===== src/rmmat_ram.sv =====
module rmmat_ram #(
  parameter int WIDTH = 8,
  parameter int DEPTH = 16
) (
  input  logic                     clk,
  input  logic                     we,
  input  logic [$clog2(DEPTH)-1:0] waddr,
  input  logic [WIDTH-1:0]         wdata,
  input  logic [$clog2(DEPTH)-1:0] raddr,
  output logic [WIDTH-1:0]         rdata
);
  logic [WIDTH-1:0] mem [DEPTH];

  always_ff @(posedge clk) begin
    if (we) mem[waddr] <= wdata;
    rdata <= mem[raddr];
  end
endmodule


===== config.mk =====
export PLATFORM = sky130hd
export DESIGN_NAME = rmmat_ram
export DESIGN_NICKNAME = d
export VERILOG_FILES = /design/src/rmmat_ram.sv
export SDC_FILE = /design/constraint.sdc
export NUM_CORES = 1
export LEC_CHECK = 0
export BUFFER_PORTS_ARGS = -buffer_cell sky130_fd_sc_hd__buf_2
export CORE_UTILIZATION = 57
export CTS_CLUSTER_SIZE = 40
export DETAILED_ROUTE_END_ITERATION = 7
export GPL_TIMING_DRIVEN = 0
export HOLD_SLACK_MARGIN = 0.03
export PLACE_DENSITY = 0.75
export REMOVE_ABC_BUFFERS = 1
export SLEW_MARGIN = 20
export SYNTH_ARGS = -nofsm -noshare
export SYNTH_HDL_FRONTEND = slang
export SYNTH_SLANG_ARGS = --single-unit
export TNS_END_PERCENT = 5

===== constraint.sdc =====
create_clock -name clk -period 2.1 [get_ports clk]
set_input_delay 0.42 -clock clk [delete_from_list [all_inputs] [get_ports clk]]
set_output_delay 0.42 -clock clk [all_outputs]
set_load 0.01 [all_outputs]

==> insert_results.sql, run 1 <==
INSERT INTO impl_metrics (metric_group, metric, value, unit) VALUES
('run_status', 'run_status', 'finished, final reports clean', ''),
('clocking', 'gates_resized_cts_repair', '0', ''),
('timing', 'final_hold_viol_count', '0', ''),
('yosys', 'synth_compound_gate_area_share', '2.33', '%'),
('routing', 'drt-wirelength-per-cell', '24.6', 'um'),
('clocking', 'htreeDepth', '4', ''),
('final_layout', 'insertedDiodeCount', '0', ''),
('floorplan', 'die_area', '9410', 'um2'),
('critical_path', 'path_depth', '4', ''),
('min_path', 'hold-path-cell-count', '1', ''),
('yosys', 'synth_enable_flop_cells', '128', ''),
('global_route', 'global_route.overflow_total', '0', ''),
('place', 'io_buffer_count', '25', ''),
('global_route', 'grt_antenna_before_repair', '0', ''),
('clocking', 'tritoncts', 'done', ''),
('routing', 'detail-route-antenna-nets', '0', ''),
('floorplan', 'die_height', '97.0', 'um'),
('floorplan', 'design.portCount', '26', ''),
('yosys', 'commonest_cells_post_synth', '128 x edfxtp_1, 18 x mux4_2, 16 x a22oi_1', ''),
('min_path', 'min_path_type', 'in -> reg', ''),
('yosys', 'synth_seq_area_share', '77.8', '%'),
('critical_path', 'worst_path_max_delay_cell', 'buf_2', ''),
('global_route', 'first_global_vias', '2405', ''),
('yosys', 'synth-xor-area-share', '0', '%'),
('clocking', 'clock_tree.buffer_depth', '2', ''),
('critical_path', 'critPathMaxStageDelay', '0.77', 'ns'),
('yosys', 'ys_ff_latch', '136', ''),
('clocking', 'postCtsSetupBuffers', '0', ''),
('final_layout', 'fill_cells', '538', ''),
('yosys', 'syn_area', '5150', 'um2'),
('yosys', 'synth.distinct_cells', '19', ''),
('yosys', 'synth_simple_gate_area_share', '3.18', '%'),
('place', 'numPlacedInstances', '353', ''),
('yosys', 'yosys-mux-area-fraction', '15.0', '%'),
('critical_path', 'category_of_cells_accounting_for_the_largest_share_of_critical_path_delay', 'buffers and inverters', ''),
('final_layout', 'nNetsFinal', '282', ''),
('timing', 'finalSetupViolations', '0', ''),
('routing', 'via_count', '2378', ''),
('final_layout', 'post_layout_cell_count', '385', ''),
('critical_path', 'timing.critical_path.cells', 'buf_2 > mux4_1 > a22oi_1 > nand2_1', ''),
('critical_path', 'ff2ff_path_depth', '3', ''),
('routing', 'drt_first_iter_violations', '140', ''),
('yosys', 'synthesis.yosys.warnings', '0', ''),
('clocking', 'clkLatencyLatePin', '0.51', 'ns'),
('timing', 'rsz0062_at_grt', 'no', ''),
('clocking', 'cts_buffers', '17', ''),
('final_layout', 'final_layout_size_suffix_gt1_share', '27.8', '%'),
('clocking', 'cts.sinks', '136', ''),
('final_layout', 'final_core_utilization', '68.0', '%'),
('floorplan', 'start_util', '59.0', '%'),
('timing', 'clock-skew-final', '0.00926', 'ns'),
('routing', 'dr.pass1.iters', '4', ''),
('timing', 'final_critical_path_setup_slack', '0.116', 'ns'),
('timing', 'setup_tns', '0', 'ns'),
('critical_path', 'required', '2.47', 'ns'),
('clocking', 'cts-root-buf', 'clkbuf_8', ''),
('clocking', 'cts_hold_repair.buffers', '0', ''),
('pwr', 'combinational_share_of_power', '4.3', '%'),
('floorplan', 'fp.coreArea', '8720', 'um2'),
('floorplan', 'fp-row-count', '34', ''),
('critical_path', 'largest_driver_fanout_on_the_critical_path', '32', ''),
('global_route', 'grt_util_all_layers', '21.6', '%'),
('critical_path', 'worstSetupStartpointType', 'primary input', ''),
('timing', 'fin_crit_sh', '94.5', '%'),
('run', 'max_cap_violations', '0', ''),
('pwr', 'power.leakage', '1.99', 'nW'),
('yosys', 'postSynthAreaPerCell', '22.5', 'um2'),
('yosys', 'post-synth-top-area-fraction', '74.7', '%'),
('critical_path', 'criticalPathCategory', 'in -> reg', ''),
('yosys', 'synth.top_cells.by_area', 'edfxtp_1 75%, mux4_2 7.9%, mux4_1 7.1%', ''),
('routing', 'post_dr_vias_cell', '6.18', '');
==> routing by layer <==
metal / GRT usage (%) / wire [um]
met5: 0 / 0
met2: 33.3 / 4810
met3: 5.78 / 463
met1: 29.8 / 4090
met4: 8.96 / 108
==> path summary, 6_finish.rpt <==
| kind | slack, ns | startpoint | endpoint |
|---|---|---|---|
| max | 0.12 | raddr[0] | rdata[4] |
| min | 0.29 | wdata[1] | mem[5][1] |
| max reg2reg | 0.57 | mem[9][4] | rdata[4] |
| min reg2reg | 0.68 | mem[11][5] | rdata[5] |
==> kinds of logic after synthesis <==
family / after synthesis
mux: 32
buf+inv: 10
compound gates: 16
flops: 136
simple gates: 35
==> power by group through the flow <==
stage | combinational (W) | sequential [W] | clock, W
final | 0.000269 | 0.00305 | 0.00287
after global routing | 0.000288 | 0.00306 | 0.00299
after CTS | 0.000272 | 0.00305 | 0.00288
after detailed placement | 0.000269 | 0.00311 | 0
after global placement | 0.000262 | 0.00310 | 0
after floorplan | 0.000122 | 0.00311 | 0
==> placed cells by master, fill, tap and decap left out, types with 2 or more instances in the layout <==
master,synthesis,final
a22oi_1,16,16
clkbuf_1,0,3
nand2_1,9,9
buf_2,3,25
clkinv_2,0,5
edfxtp_1,128,128
clkbuf_16,0,16
nor2_1,13,13
nand2b_1,2,2
bufinv_16,0,3
mux4_1,14,14
nor3_2,0,4
dfxtp_1,8,8
mux4_2,18,18
nand3b_1,2,2
clkbuf_8,0,3
==> metrics by stage <==
step                      hold WS, ns  cell area [um2]
after floorplan                 0.519             5060
after global placement          0.654             5320
after detailed placement        0.666             5350
after CTS                       0.278             5930
after global routing            0.275             5930
final                           0.289             5930
==> cell type report <==
class | instances | area, um2 | share of cell area, %
flip-flops and latches | 136 | 4000 | 67.5
multi-input cells | 83 | 1080 | 18.2
clock buffers | 22 | 453 | 7.64
well taps | 108 | 135 | 2.28
repair buffers | 26 | 133 | 2.24
clock inverters | 10 | 126 | 2.13
==> state kept, by name, summed over array words and instances, names as in the netlist <==
name   flops
mem      128
rdata      8
==> worst register-to-register path, cell delays in order, from the launching register on <==
cell      delay, ns
edfxtp_1       0.39
mux4_1         0.56
a22oi_1        0.33
nand2_1        0.12
No activity file was read; power rests on OpenSTA's default activity.
==> run 2: changes to the inputs <==
--- a/config.mk
+++ b/config.mk
@@ -11,8 +11,9 @@
 export DETAILED_ROUTE_END_ITERATION = 7
 export GPL_TIMING_DRIVEN = 0
 export HOLD_SLACK_MARGIN = 0.03
-export PLACE_DENSITY = 0.75
+export PLACE_DENSITY = 0.84
 export REMOVE_ABC_BUFFERS = 1
+export SKIP_CTS_REPAIR_TIMING = 1
 export SLEW_MARGIN = 20
 export SYNTH_ARGS = -nofsm -noshare
 export SYNTH_HDL_FRONTEND = slang
==> run 2 against run 1 <==
Worst setup slack improved by 0.064 ns. Clock skew up 0.0052 ns. Sequential share of layout area is 0.33 points higher. Register-to-register slack better by 0.09 ns. Clock power fell by 3%. Clock-buffer cell count is 2 lower. Maximum frequency grew 3.3%. Via count up 2.2%. Core utilization is 0.33 points lower.
==> insert_results.sql, run 2 (synthesized netlist as in run 1, its figures left out) <==
INSERT INTO impl_metrics (metric_group, metric, value, unit) VALUES
('critical_path', 'criticalPathCategory', 'in -> reg', ''),
('timing', 'setup_tns', '0', 'ns'),
('timing', 'timing.fmax', '521', 'MHz'),
('critical_path', 'worstSetupStartpointType', 'primary input', ''),
('floorplan', 'die_height', '97.0', 'um'),
('timing', 'maxSlewHeadroom', '29.9', '%'),
('pwr', 'seq_power_share', '49.9', '%'),
('timing', 'final.min_clock_period', '1.92', 'ns'),
('global_route', 'first_global_vias', '2388', ''),
('timing', 'fin_crit_sh', '91.4', '%'),
('floorplan', 'die_area', '9410', 'um2'),
('clocking', 'cts-root-buf', 'clkbuf_8', ''),
('final_layout', 'nNetsFinal', '281', ''),
('critical_path', 'setup.worst_path.end_class', 'register', ''),
('pwr', 'power.internal', '0.00492', 'W'),
('routing', 'dr.pass1.iters', '5', ''),
('final_layout', 'max_reg_flops', '128', ''),
('global_route', 'global_route.overflow_total', '0', ''),
('place', 'detailedPlacementHpwl', '5370', 'um'),
('global_route', 'grt_start_max_net_pins', '33', ''),
('routing', 'detail-route-antenna-nets', '0', ''),
('final_layout', 'insertedDiodeCount', '0', ''),
('pwr', 'power_switching', '0.00119', 'W'),
('run', 'max_cap_violations', '0', ''),
('routing', 'drt-wirelength-per-cell', '24.0', 'um'),
('global_route', 'grt_antenna_before_repair', '1', ''),
('critical_path', 'ff2ff_path_depth', '3', ''),
('timing', 'final_hold_viol_count', '0', ''),
('critical_path', 'startpoint', 'raddr[0]', ''),
('timing', 'timing.final.max_slew_violations', '0', ''),
('pwr', 'clockPowerShare', '45.7', '%'),
('routing', 'via_count', '2430', ''),
('final_layout', 'fill_cells', '556', ''),
('critical_path', 'largest_driver_fanout_on_the_critical_path', '32', ''),
('global_route', 'grt_first_pass_wirelength', '13800', 'um'),
('final_layout', 'final_layout_size_suffix_gt1_share', '26.1', '%'),
('clocking', 'clock_tree.buffer_depth', '2', ''),
('floorplan', 'fp-row-count', '34', ''),
('final_layout', 'multiInputGateArea', '1080', 'um2'),
('clocking', 'clkLatencyLatePin', '0.53', 'ns'),
('floorplan', 'start_util', '59.0', '%'),
('pwr', 'pwr_density_cell', '1040', 'nW/um2'),
('critical_path', 'reg2reg_setup_slack', '0.66', 'ns'),
('timing', 'finalSetupViolations', '0', ''),
('timing', 'clock-skew-final', '0.0145', 'ns'),
('final_layout', 'largest-register', 'mem', ''),
('clocking', 'clkTransAtPathRegs', '0.06', 'ns'),
('place', 'dp_slack', '-0.375', 'ns'),
('final_layout', 'layout.cells.most_common_list', '128 x edfxtp_1, 25 x buf_2, 18 x mux4_2', ''),
('timing', 'worst-slew-pin-transition', '1.05', 'ns'),
('timing', 'rsz0062_at_grt', 'no', ''),
('clocking', 'htreeDepth', '4', ''),
('place', 'gp_routability_congestion', '0.696', ''),
('final_layout', 'layout.cells.most_common', 'edfxtp_1', ''),
('final_layout', 'register_area', '4000', 'um2'),
('clocking', 'tritoncts', 'done', ''),
('critical_path', 'worstReg2RegStart', 'mem[6][0]', ''),
('critical_path', 'required', '2.49', 'ns'),
('floorplan', 'design.portCount', '26', ''),
('pwr', 'power.leakage', '1.97', 'nW'),
('critical_path', 'arrival', '2.31', 'ns'),
('timing', 'final_critical_path_setup_slack', '0.180', 'ns'),
('floorplan', 'die_x', '97.0', 'um'),
('clocking', 'cts.sinks', '136', ''),
('run_status', 'run_status', 'finished, final reports clean', ''),
('pwr', 'power_switching_share', '19.5', '%'),
('final_layout', 'syn_to_final_growth', '14.6', '%'),
('clocking', 'cts_buffers', '17', ''),
('min_path', 'min_path_type', 'in -> reg', ''),
('critical_path', 'reg2reg_to', 'rdata[0]', ''),
('routing', 'remaining_drc_errors', '0', ''),
('floorplan', 'fp.coreArea', '8720', 'um2'),
('pwr', 'vdd_drop_max', '798', 'uV'),
('final_layout', 'largestRegisters', 'mem: 128 flops, rdata: 8 flops', ''),
('global_route', 'grt_util_all_layers', '21.5', '%'),
('pwr', 'combinational_share_of_power', '4.4', '%'),
('routing', 'drt_first_iter_violations', '173', ''),
('critical_path', 'critPathCapture', 'rdata[0]', ''),
('routing', 'routed_wirelength', '9210', 'um'),
('routing', 'post_dr_vias_cell', '6.33', ''),
('place', 'io_buffer_count', '25', '');
-- run 2: per-layer routing --
metal	GRT usage, %	wire, um
met4	10.2	179
met3	7.66	680
met2	30.9	4520
met1	29.8	3820
met5	0	0
-- run 2: power groups by stage --
stage	sequential (W)	clock (W)	combinational, W
after global routing	0.00306	0.00295	0.000288
after CTS	0.00305	0.00284	0.000269
after floorplan	0.00311	0	0.000122
after detailed placement	0.00311	0	0.000268
after global placement	0.00310	0	0.000256
final	0.00305	0.00279	0.000268
-- run 2: per-stage QoR --
stage | util (%) | total power, W | hold slack [ns] | std cells | instance area, um2
2_1_floorplan | - | 0.00323 | 0.519 | 219 | 5060
3_3_place_gp | 61.0 | 0.00336 | 0.654 | 352 | 5320
3_5_place_dp | 61.2 | 0.00338 | 0.675 | 352 | 5340
4_1_cts | 67.6 | 0.00616 | 0.249 | 384 | 5900
5_1_grt | 67.6 | 0.00629 | 0.266 | 384 | 5900
6_report | 67.6 | 0.00612 | 0.280 | 384 | 5900
-- run 2: worst max-delay path: stages --
cell and delay, ns:
buf_2 0.78, mux4_1 0.71, a22oi_1 0.27, nand2_1 0.13
-- run 2: area by class of cell --
type	count	area share (%)
tap	108	2.29
clock inverter	12	2.25
sequential	136	67.9
timing repair buffer	25	2.12
clock buffer	20	7.21
multi-input combinational	83	18.3
-- run 2: worst min-delay path by stage --
stage | slack [ns] | to | depth (start not counted) | startpoint
after floorplan | 0.52 | mem[0][0] | 0 | wdata[0]
after global placement | 0.65 | rdata[7] | 3 | mem[14][7]
after detailed placement | 0.67 | rdata[4] | 3 | mem[15][4]
after CTS | 0.25 | mem[5][5] | 1 | wdata[5]
after global routing | 0.27 | mem[13][5] | 1 | wdata[5]
final | 0.28 | mem[5][2] | 1 | wdata[2]
